$ cat config.mk
export PLATFORM = sky130hd
export DESIGN_NAME = linear_probe_hash_table_core
export DESIGN_NICKNAME = d
export VERILOG_FILES = /design/src/lpht_pkg.sv /design/src/linear_probe_hash_table_core.sv
export SDC_FILE = /design/constraint.sdc
export NUM_CORES = 2
export LEC_CHECK = 0
export BUFFER_PORTS_ARGS = -buffer_cell sky130_fd_sc_hd__buf_2
export CORE_MARGIN = 1
export CORE_UTILIZATION = 45
export DETAILED_ROUTE_END_ITERATION = 10
export GPL_ROUTABILITY_DRIVEN = 0
export PLACE_DENSITY_LB_ADDON = 0.12
export REMOVE_ABC_BUFFERS = 1
export SETUP_SLACK_MARGIN = 0.05
export SLEW_MARGIN = 20
export SYNTH_ARGS = -nofsm -noshare
export SYNTH_HDL_FRONTEND = slang
export SYNTH_SLANG_ARGS = --single-unit
$ cat constraint.sdc
create_clock -name clk_i -period 5.25 [get_ports clk_i]
set_input_delay 1.3125 -clock clk_i [delete_from_list [all_inputs] [get_ports clk_i]]
set_output_delay 1.3125 -clock clk_i [all_outputs]
set_load 0.005 [all_outputs]
$ cat src/lpht_pkg.sv
package lpht_pkg;

  localparam int TABLE_SLOTS = 16;
  localparam int KEY_BYTES   = 8;

  localparam int KEY_W   = 64;
  localparam int VALUE_W = 32;
  localparam int OP_W    = 2;
  localparam int STAT_W  = 3;
  localparam int SLOT_OW = 4;

  localparam int SLOT_W = (TABLE_SLOTS > 1) ? $clog2(TABLE_SLOTS) : 1;
  localparam int CNT_W  = $clog2(TABLE_SLOTS + 1);
  localparam int KB_W   = $clog2(KEY_BYTES + 1);

  localparam logic [OP_W-1:0] OP_INSERT = 2'd0;
  localparam logic [OP_W-1:0] OP_LOOKUP = 2'd1;
  localparam logic [OP_W-1:0] OP_DELETE = 2'd2;

  typedef enum logic [STAT_W-1:0] {
    ST_INSERTED = 3'd0,
    ST_UPDATED  = 3'd1,
    ST_FOUND    = 3'd2,
    ST_MISSING  = 3'd3,
    ST_DELETED  = 3'd4,
    ST_FULL     = 3'd5
  } status_e;

  // One hash step: h * 37 + byte, built from shifts and adds, wrapping at 64 bits.
  function automatic logic [KEY_W-1:0] hash_step(input logic [KEY_W-1:0] h,
                                                 input logic [7:0] b);
    hash_step = (h << 5) + (h << 2) + h + KEY_W'(b);
  endfunction

endpackage

$ cat src/linear_probe_hash_table_core.sv
// Key-value table with open addressing and linear probing.
// Input channel: in_valid_i / in_stall_o carry a request of op_i (insert,
// lookup, delete), key_i (up to eight bytes, first byte least significant,
// ended by the first zero byte) and value_i (stored on insert).
// Output channel: out_valid_o / out_stall_i carry one response per request:
// status_o, value_out_o (stored value on a hit of a lookup, else zero) and
// slot_o (slot written, found or cleared, else zero).
// A request is taken only while the block is idle. The hash unit then takes
// the key one byte at a time up to its end, then probes the table through a
// slot memory with one registered read address, one slot per cycle, stopping
// at the first key match or after all slots, and then commits the result. A
// hit near the home slot ends sooner.
// The response waits in the output register while out_stall_i is high; the
// commit cycle holds until that register is free, and no new request is
// taken before the commit.
// Reset clears all slot valid marks; key and value storage needs no clearing.
module linear_probe_hash_table_core (
  input  logic                            clk_i,
  input  logic                            rst_ni,
  input  logic                            in_valid_i,
  output logic                            in_stall_o,
  input  logic [lpht_pkg::OP_W-1:0]       op_i,
  input  logic [lpht_pkg::KEY_W-1:0]      key_i,
  input  logic [lpht_pkg::VALUE_W-1:0]    value_i,
  output logic                            out_valid_o,
  input  logic                            out_stall_i,
  output logic [lpht_pkg::STAT_W-1:0]     status_o,
  output logic [lpht_pkg::VALUE_W-1:0]    value_out_o,
  output logic [lpht_pkg::SLOT_OW-1:0]    slot_o
);
  import lpht_pkg::*;

  typedef enum logic [1:0] {
    S_IDLE,
    S_HASH,
    S_PROBE,
    S_DONE
  } state_e;

  state_e              state_q;
  logic [OP_W-1:0]     op_q;
  logic [KEY_W-1:0]    key_q;
  logic [VALUE_W-1:0]  value_q;
  logic [KEY_W-1:0]    nkey_q;
  logic [KEY_W-1:0]    hash_q;
  logic [KB_W-1:0]     byte_idx_q;

  logic [SLOT_W-1:0]   probe_idx_q;
  logic [CNT_W-1:0]    issue_cnt_q;
  logic                cmp_valid_q;
  logic [SLOT_W-1:0]   cmp_idx_q;
  logic                rd_used_q;
  logic [KEY_W-1:0]    rd_key_q;
  logic [VALUE_W-1:0]  rd_val_q;

  logic                hit_q;
  logic [SLOT_W-1:0]   hit_idx_q;
  logic [VALUE_W-1:0]  hit_val_q;
  logic                empty_q;
  logic [SLOT_W-1:0]   empty_idx_q;

  logic [TABLE_SLOTS-1:0] used_q;
  logic [KEY_W-1:0]       key_mem [TABLE_SLOTS];
  logic [VALUE_W-1:0]     val_mem [TABLE_SLOTS];

  logic                out_valid_q;
  status_e             status_q;
  logic [VALUE_W-1:0]  value_out_q;
  logic [SLOT_OW-1:0]  slot_q;

  logic                in_fire;
  logic                done_fire;
  logic [KEY_W-1:0]    key_sh;
  logic [7:0]          cur_byte;
  logic                hash_end;
  logic [SLOT_W-1:0]   probe_next;
  logic                cmp_hit;
  logic                last_cmp;

  status_e             res_status;
  logic [VALUE_W-1:0]  res_value;
  logic [SLOT_W-1:0]   res_idx;
  logic                res_has_slot;
  logic                we_key;
  logic                we_val;
  logic                set_used;
  logic                clr_used;

  assign in_stall_o  = (state_q != S_IDLE);
  assign in_fire     = in_valid_i && !in_stall_o;
  assign done_fire   = (state_q == S_DONE) && (!out_valid_q || !out_stall_i);

  assign key_sh   = key_q >> {byte_idx_q, 3'b000};
  assign cur_byte = key_sh[7:0];
  assign hash_end = (byte_idx_q == KB_W'(KEY_BYTES)) || (cur_byte == 8'd0);

  assign probe_next = (probe_idx_q == SLOT_W'(TABLE_SLOTS - 1)) ? '0
                                                                : probe_idx_q + 1'b1;
  assign cmp_hit  = cmp_valid_q && rd_used_q && (rd_key_q == nkey_q);
  assign last_cmp = cmp_valid_q && (issue_cnt_q == CNT_W'(TABLE_SLOTS));

  // Result and table update for the commit cycle.
  always_comb begin
    res_status   = ST_MISSING;
    res_value    = '0;
    res_idx      = hit_idx_q;
    res_has_slot = 1'b0;
    we_key       = 1'b0;
    we_val       = 1'b0;
    set_used     = 1'b0;
    clr_used     = 1'b0;
    unique case (op_q)
      OP_INSERT: begin
        if (hit_q) begin
          res_status   = ST_UPDATED;
          res_has_slot = 1'b1;
          we_val       = 1'b1;
        end else if (empty_q) begin
          res_status   = ST_INSERTED;
          res_idx      = empty_idx_q;
          res_has_slot = 1'b1;
          we_key       = 1'b1;
          we_val       = 1'b1;
          set_used     = 1'b1;
        end else begin
          res_status = ST_FULL;
        end
      end
      OP_LOOKUP: begin
        if (hit_q) begin
          res_status   = ST_FOUND;
          res_value    = hit_val_q;
          res_has_slot = 1'b1;
        end
      end
      OP_DELETE: begin
        if (hit_q) begin
          res_status   = ST_DELETED;
          res_has_slot = 1'b1;
          clr_used     = 1'b1;
        end
      end
      default: begin
        res_status = ST_MISSING;
      end
    endcase
  end

  always_ff @(posedge clk_i or negedge rst_ni) begin
    if (!rst_ni) begin
      state_q     <= S_IDLE;
      op_q        <= '0;
      key_q       <= '0;
      value_q     <= '0;
      nkey_q      <= '0;
      hash_q      <= '0;
      byte_idx_q  <= '0;
      probe_idx_q <= '0;
      issue_cnt_q <= '0;
      cmp_valid_q <= 1'b0;
      cmp_idx_q   <= '0;
      rd_used_q   <= 1'b0;
      hit_q       <= 1'b0;
      hit_idx_q   <= '0;
      hit_val_q   <= '0;
      empty_q     <= 1'b0;
      empty_idx_q <= '0;
      used_q      <= '0;
      out_valid_q <= 1'b0;
      status_q    <= ST_INSERTED;
      value_out_q <= '0;
      slot_q      <= '0;
    end else begin
      if (out_valid_q && !out_stall_i && !done_fire) begin
        out_valid_q <= 1'b0;
      end
      unique case (state_q)
        S_IDLE: begin
          if (in_fire) begin
            op_q       <= op_i;
            key_q      <= key_i;
            value_q    <= value_i;
            nkey_q     <= '0;
            hash_q     <= '0;
            byte_idx_q <= '0;
            state_q    <= S_HASH;
          end
        end
        S_HASH: begin
          if (hash_end) begin
            // The slot count is a power of two, so the modulo is a mask.
            probe_idx_q <= SLOT_W'(hash_q % KEY_W'(TABLE_SLOTS));
            issue_cnt_q <= '0;
            cmp_valid_q <= 1'b0;
            hit_q       <= 1'b0;
            empty_q     <= 1'b0;
            state_q     <= S_PROBE;
          end else begin
            hash_q     <= hash_step(hash_q, cur_byte);
            nkey_q     <= nkey_q | (KEY_W'(cur_byte) << {byte_idx_q, 3'b000});
            byte_idx_q <= byte_idx_q + 1'b1;
          end
        end
        S_PROBE: begin
          // Issue one slot read per cycle; compare the slot read last cycle.
          if (issue_cnt_q != CNT_W'(TABLE_SLOTS)) begin
            rd_used_q   <= used_q[probe_idx_q];
            cmp_idx_q   <= probe_idx_q;
            cmp_valid_q <= 1'b1;
            probe_idx_q <= probe_next;
            issue_cnt_q <= issue_cnt_q + 1'b1;
          end else begin
            cmp_valid_q <= 1'b0;
          end
          if (cmp_hit) begin
            hit_q     <= 1'b1;
            hit_idx_q <= cmp_idx_q;
            hit_val_q <= rd_val_q;
            state_q   <= S_DONE;
          end else begin
            if (cmp_valid_q && !rd_used_q && !empty_q) begin
              empty_q     <= 1'b1;
              empty_idx_q <= cmp_idx_q;
            end
            if (last_cmp) begin
              state_q <= S_DONE;
            end
          end
        end
        S_DONE: begin
          if (done_fire) begin
            if (set_used) begin
              used_q[res_idx] <= 1'b1;
            end
            if (clr_used) begin
              used_q[res_idx] <= 1'b0;
            end
            out_valid_q <= 1'b1;
            status_q    <= res_status;
            value_out_q <= res_value;
            slot_q      <= res_has_slot ? SLOT_OW'(res_idx) : '0;
            state_q     <= S_IDLE;
          end
        end
        default: begin
          state_q <= S_IDLE;
        end
      endcase
    end
  end

  // Slot storage: one read address per cycle, written only at commit.
  always_ff @(posedge clk_i) begin
    rd_key_q <= key_mem[probe_idx_q];
    rd_val_q <= val_mem[probe_idx_q];
    if (done_fire && we_key) begin
      key_mem[res_idx] <= nkey_q;
    end
    if (done_fire && we_val) begin
      val_mem[res_idx] <= value_q;
    end
  end

  assign out_valid_o = out_valid_q;
  assign status_o    = status_q;
  assign value_out_o = value_out_q;
  assign slot_o      = slot_q;

  a_accept_starts_hash: assert property (@(posedge clk_i) disable iff (!rst_ni)
    in_fire |=> (state_q == S_HASH))
    else $error("accepted request did not start hashing");

  a_value_only_on_found: assert property (@(posedge clk_i) disable iff (!rst_ni)
    (out_valid_o && (status_o != ST_FOUND)) |-> (value_out_o == '0))
    else $error("nonzero value on a response other than found");

  a_no_slot_on_miss: assert property (@(posedge clk_i) disable iff (!rst_ni)
    (out_valid_o && ((status_o == ST_MISSING) || (status_o == ST_FULL)))
      |-> (slot_o == '0))
    else $error("slot reported on a miss or full table");

  a_commit_sets_output: assert property (@(posedge clk_i) disable iff (!rst_ni)
    done_fire |=> (out_valid_o && (state_q == S_IDLE)))
    else $error("commit did not load the response register");

  a_insert_marks_used: assert property (@(posedge clk_i) disable iff (!rst_ni)
    (done_fire && set_used) |=> (used_q[$past(res_idx)] == 1'b1))
    else $error("inserted slot not marked valid");

endmodule

==> impl_results.md <==
* Result of the run: finished clean
* Clock transition at the registers of the reported paths at roughly 0.060 ns
* Largest clock skew in the final design at 0.0355 ns
* Timing-limited maximum frequency at 251 MHz
* Area grow syn2layout at 14.6%
* Setup slack after layout at 1.26 ns
* Biggest area consumer among synthesized cells: edfxtp_1
* Hold-fix buffers at CTS at 0
* Core footprint at around 160000 um2
* Clock sink count at 1917
* Overall Power at 43.2 mW
* # setup viols final at 0
* Initial DRT Pass Iterations at 5
* Number of vias after detailed routing at approximately 37000
* Static Leakage at 29.9 nW
* Synthesis Warnings at 0
* Worst hold stages at 1
* Die height at around 410 um
* Wire length of the first global-routing pass at between 200000 and 300000 um
* Number of design-rule violations left by the first detailed-router iteration at 3026
* Cell occurring most often along the worst timing path: xnor2_1
* DRC Markers at 0
* Mean instance size in the synthesized netlist at 18.3 um2
* Total Die Area at 164000 um2
* Unrepaired setup endpoints after global routing: no
* Setup Slack @ Placement at 1.21 ns
* Slowest cell on crit path: dfrtp_1
* Number of clock buffers inserted by TritonCTS at 195
* Width of the die at 405 um
* Fraction of synthesized cell area taken by the top area cell type at 0.630
* Max-Cap Viols at 0
* Final-report max-slew violation count at 0
* Final critical-path required period at around 4 ns
* Overall routing resource usage at 0.219
* RR Startpoint: byte_idx_q[0]
* Required time reported for the critical path endpoint at 5.93 ns
* Endpoint kind of the worst setup timing path: register
* Number of antenna violations at the first check in global routing at 3
* Number of vias per cell at 5.69
* Overflow after GRT at 0
* Post-Route WL at 178000 um
* Worst setup slack for register-to-register paths at between 1 and 1.5 ns
* Ratio of final minimum period to clock period at 0.760
* Worst slew margin at 0.306
* Number of diodes at 0
* Share of final-layout standard cells stronger than drive strength 1 at 0.211
* Row Count at 147
* Post-synth EDFFs at 1536
* Final Non-Filler Cells at ~6600
* Routed length per instance at 27.0 um
* Endpoint of the worst hold path: hit_val_q[18]
* Largest net degree at the start of global routing at 100
* Worst IR Drop VDD at 0.000365 V
* Final instance area at around 84000 um2
* Power density normalized to cell area at 515 nW/um2
* Classification of the worst setup path: reg2reg
* Post-DRT Antenna Nets at 0
* Critical path's largest stage delay at 0.67 ns
* Clock tree from TritonCTS: done
* H-Tree Depth at 4
* Net count, final at 4370
* Total setup buffers inserted after CTS at 0
* Synth Flop Type: edfxtp_1
* Placed cell areas at 77500 um2
* Measured slew at the worst slew-check pin at 1.04 ns
* Number of global-route vias before repair at 38600
* Hold Vio Cnt, Final at 0
* Syn Inst Count at 4004
* #FFs+latches synth at 1917
* Post-Synthesis Cell Area at 73200 um2
* Deepest clock path buffer count at 3
* Commonest cells after routing, fill and taps aside: 1536 x edfxtp_1, 396 x mux2i_1, 281 x dfrtp_1
* Sum of net half-perimeters after detailed placement at 101000 um
* Cts repair resizes at 0
* Library cell used as clock root buffer: clkbuf_16
* Leading cell type in the layout, fill and taps excluded: edfxtp_1
* Hold slack at 0.435 ns
* IO Port Bufs at 142
* Clock latency on the worst-skew pair at 0.82 ns
* Async set-reset flop share out of synthesis at 0.149
* R2R Path End: hash_q[3]
* Post-layout util at 0.521
* Most area-consuming cells after synthesis: edfxtp_1 63%, dfrtp_1 9.7%, mux4_2 6.5%
* Worst setup SP type: register
* Worst min-delay path category: reg2reg
* Maximum fanout encountered on the critical timing path at 14
* Initial core utilization at 0.454
* I/O pin cnt at 143
* Sequential area share after synthesis at 0.754
* Arrival @ worst endpoint at between 4 and 5 ns
* Total placed cells including tap cells at 6211
* Worst r2r path cells at 15
* Number of distinct library cells after synthesis at 67
* Startpoint of the tightest hold check path: rd_val_q[18]
* Cell breakdown of the critical path: mux4_2 > mux2_2 > nand2_1 > buf_4 > fa_1 > inv_1 > ha_1 > ha_1 > xor2_1 > xnor2_1 > xnor2_1 > xnor2_1 > and2_1 > a31oi_1 > nand3_1
* Setup TNS after final layout at 0 ns
## cell usage after synthesis, types with 3 or more instances
cell type and number:
dfxtp_1 96, mux2_2 115, nand2b_1 12, o21ai_1 36
o21ai_0 137, inv_1 32, a31oi_1 14, xnor2_1 35
o21a_1 13, nor2b_1 5, o22a_1 16, o22ai_1 7
nand4_1 12, a22oi_1 96, nand2_1 253, a221oi_1 193
mux2_1 32, a21oi_1 16, nor2_1 109, nor4_2 4
nor3_1 5, a22o_1 5, clkbuf_1 157, dfrtp_1 285
nand3_1 11, o2111ai_1 3, buf_1 45, nor4_1 9
xor2_1 20, mux2i_1 396, or2_1 5, or2_2 4
edfxtp_1 1536, and2_1 3, mux4_2 212, buf_2 17
ha_1 19
## sequential cells by signal (all words and copies together) (netlist names), 5 cells and up
register	count
value_q	32
key_mem	1024
nkey_q	64
issue_cnt_q	5
value_out_o	32
key_q	64
val_mem	512
hit_val_q	32
used_q	16
rd_val_q	32
rd_key_q	64
## per-layer routing
metal  GRT usage  vias to the layer above  wire (um)
met1       0.302                    19800      77500
met5           0                        -         13
met3      0.0328                      244       8450
met2       0.364                      930      88100
li1            -                    16500          -
met4      0.0571                        2       3970
## power breakdown
part           leakage [nW]  switching [mW]  internal, mW
registers              19.7            1.72          18.6
clock network          3.14            5.80          7.96
logic                  7.07            5.37          3.79
total                  29.9            12.9          30.3
## how the worst max path moves through the flow
stage / cells after the start / endpoint / slack [ns] / startpoint
2_1_floorplan: 5 / probe_idx_q[3] / -16.51 / probe_idx_q[0]
3_3_place_gp: 15 / hash_q[3] / 1.17 / byte_idx_q[0]
3_5_place_dp: 6 / key_mem[15][60] / 1.21 / out_stall_i
4_1_cts: 15 / hash_q[3] / 1.24 / byte_idx_q[0]
5_1_grt: 15 / hash_q[3] / 1.02 / byte_idx_q[0]
6_report: 15 / hash_q[3] / 1.26 / byte_idx_q[0]
## worst max-delay path: cells and delay by family (launching register included)
family                   cells  cell delay, ns
buffers and inverters        2            0.28
flip-flops                   1            0.67
adder cells (fa/ha/maj)      3            0.88
AO/OA/AOI/OAI                1            0.17
XOR/XNOR                     4            0.60
multiplexers                 2            0.89
AND/OR/NAND/NOR              3            0.35
## final cells by class
type / count / area (um2)
fillers: 13000 / 77200
inverters: 34 / 133
clock buffers: 289 / 5610
multi-input cells: 1831 / 17300
repair buffers: 269 / 2140
clock inverters: 81 / 817
well taps: 2160 / 2700
flip-flops and latches: 1917 / 55200
## logic make-up after synthesis
logic type               synth area share
flip-flops                          0.754
AO/OA/AOI/OAI                      0.0545
AND/OR/NAND/NOR                    0.0257
buffers and inverters              0.0138
XOR/XNOR                          0.00658
adder cells (fa/ha/maj)           0.00352
multiplexers                        0.142
Power figures use the tool's default switching activity.
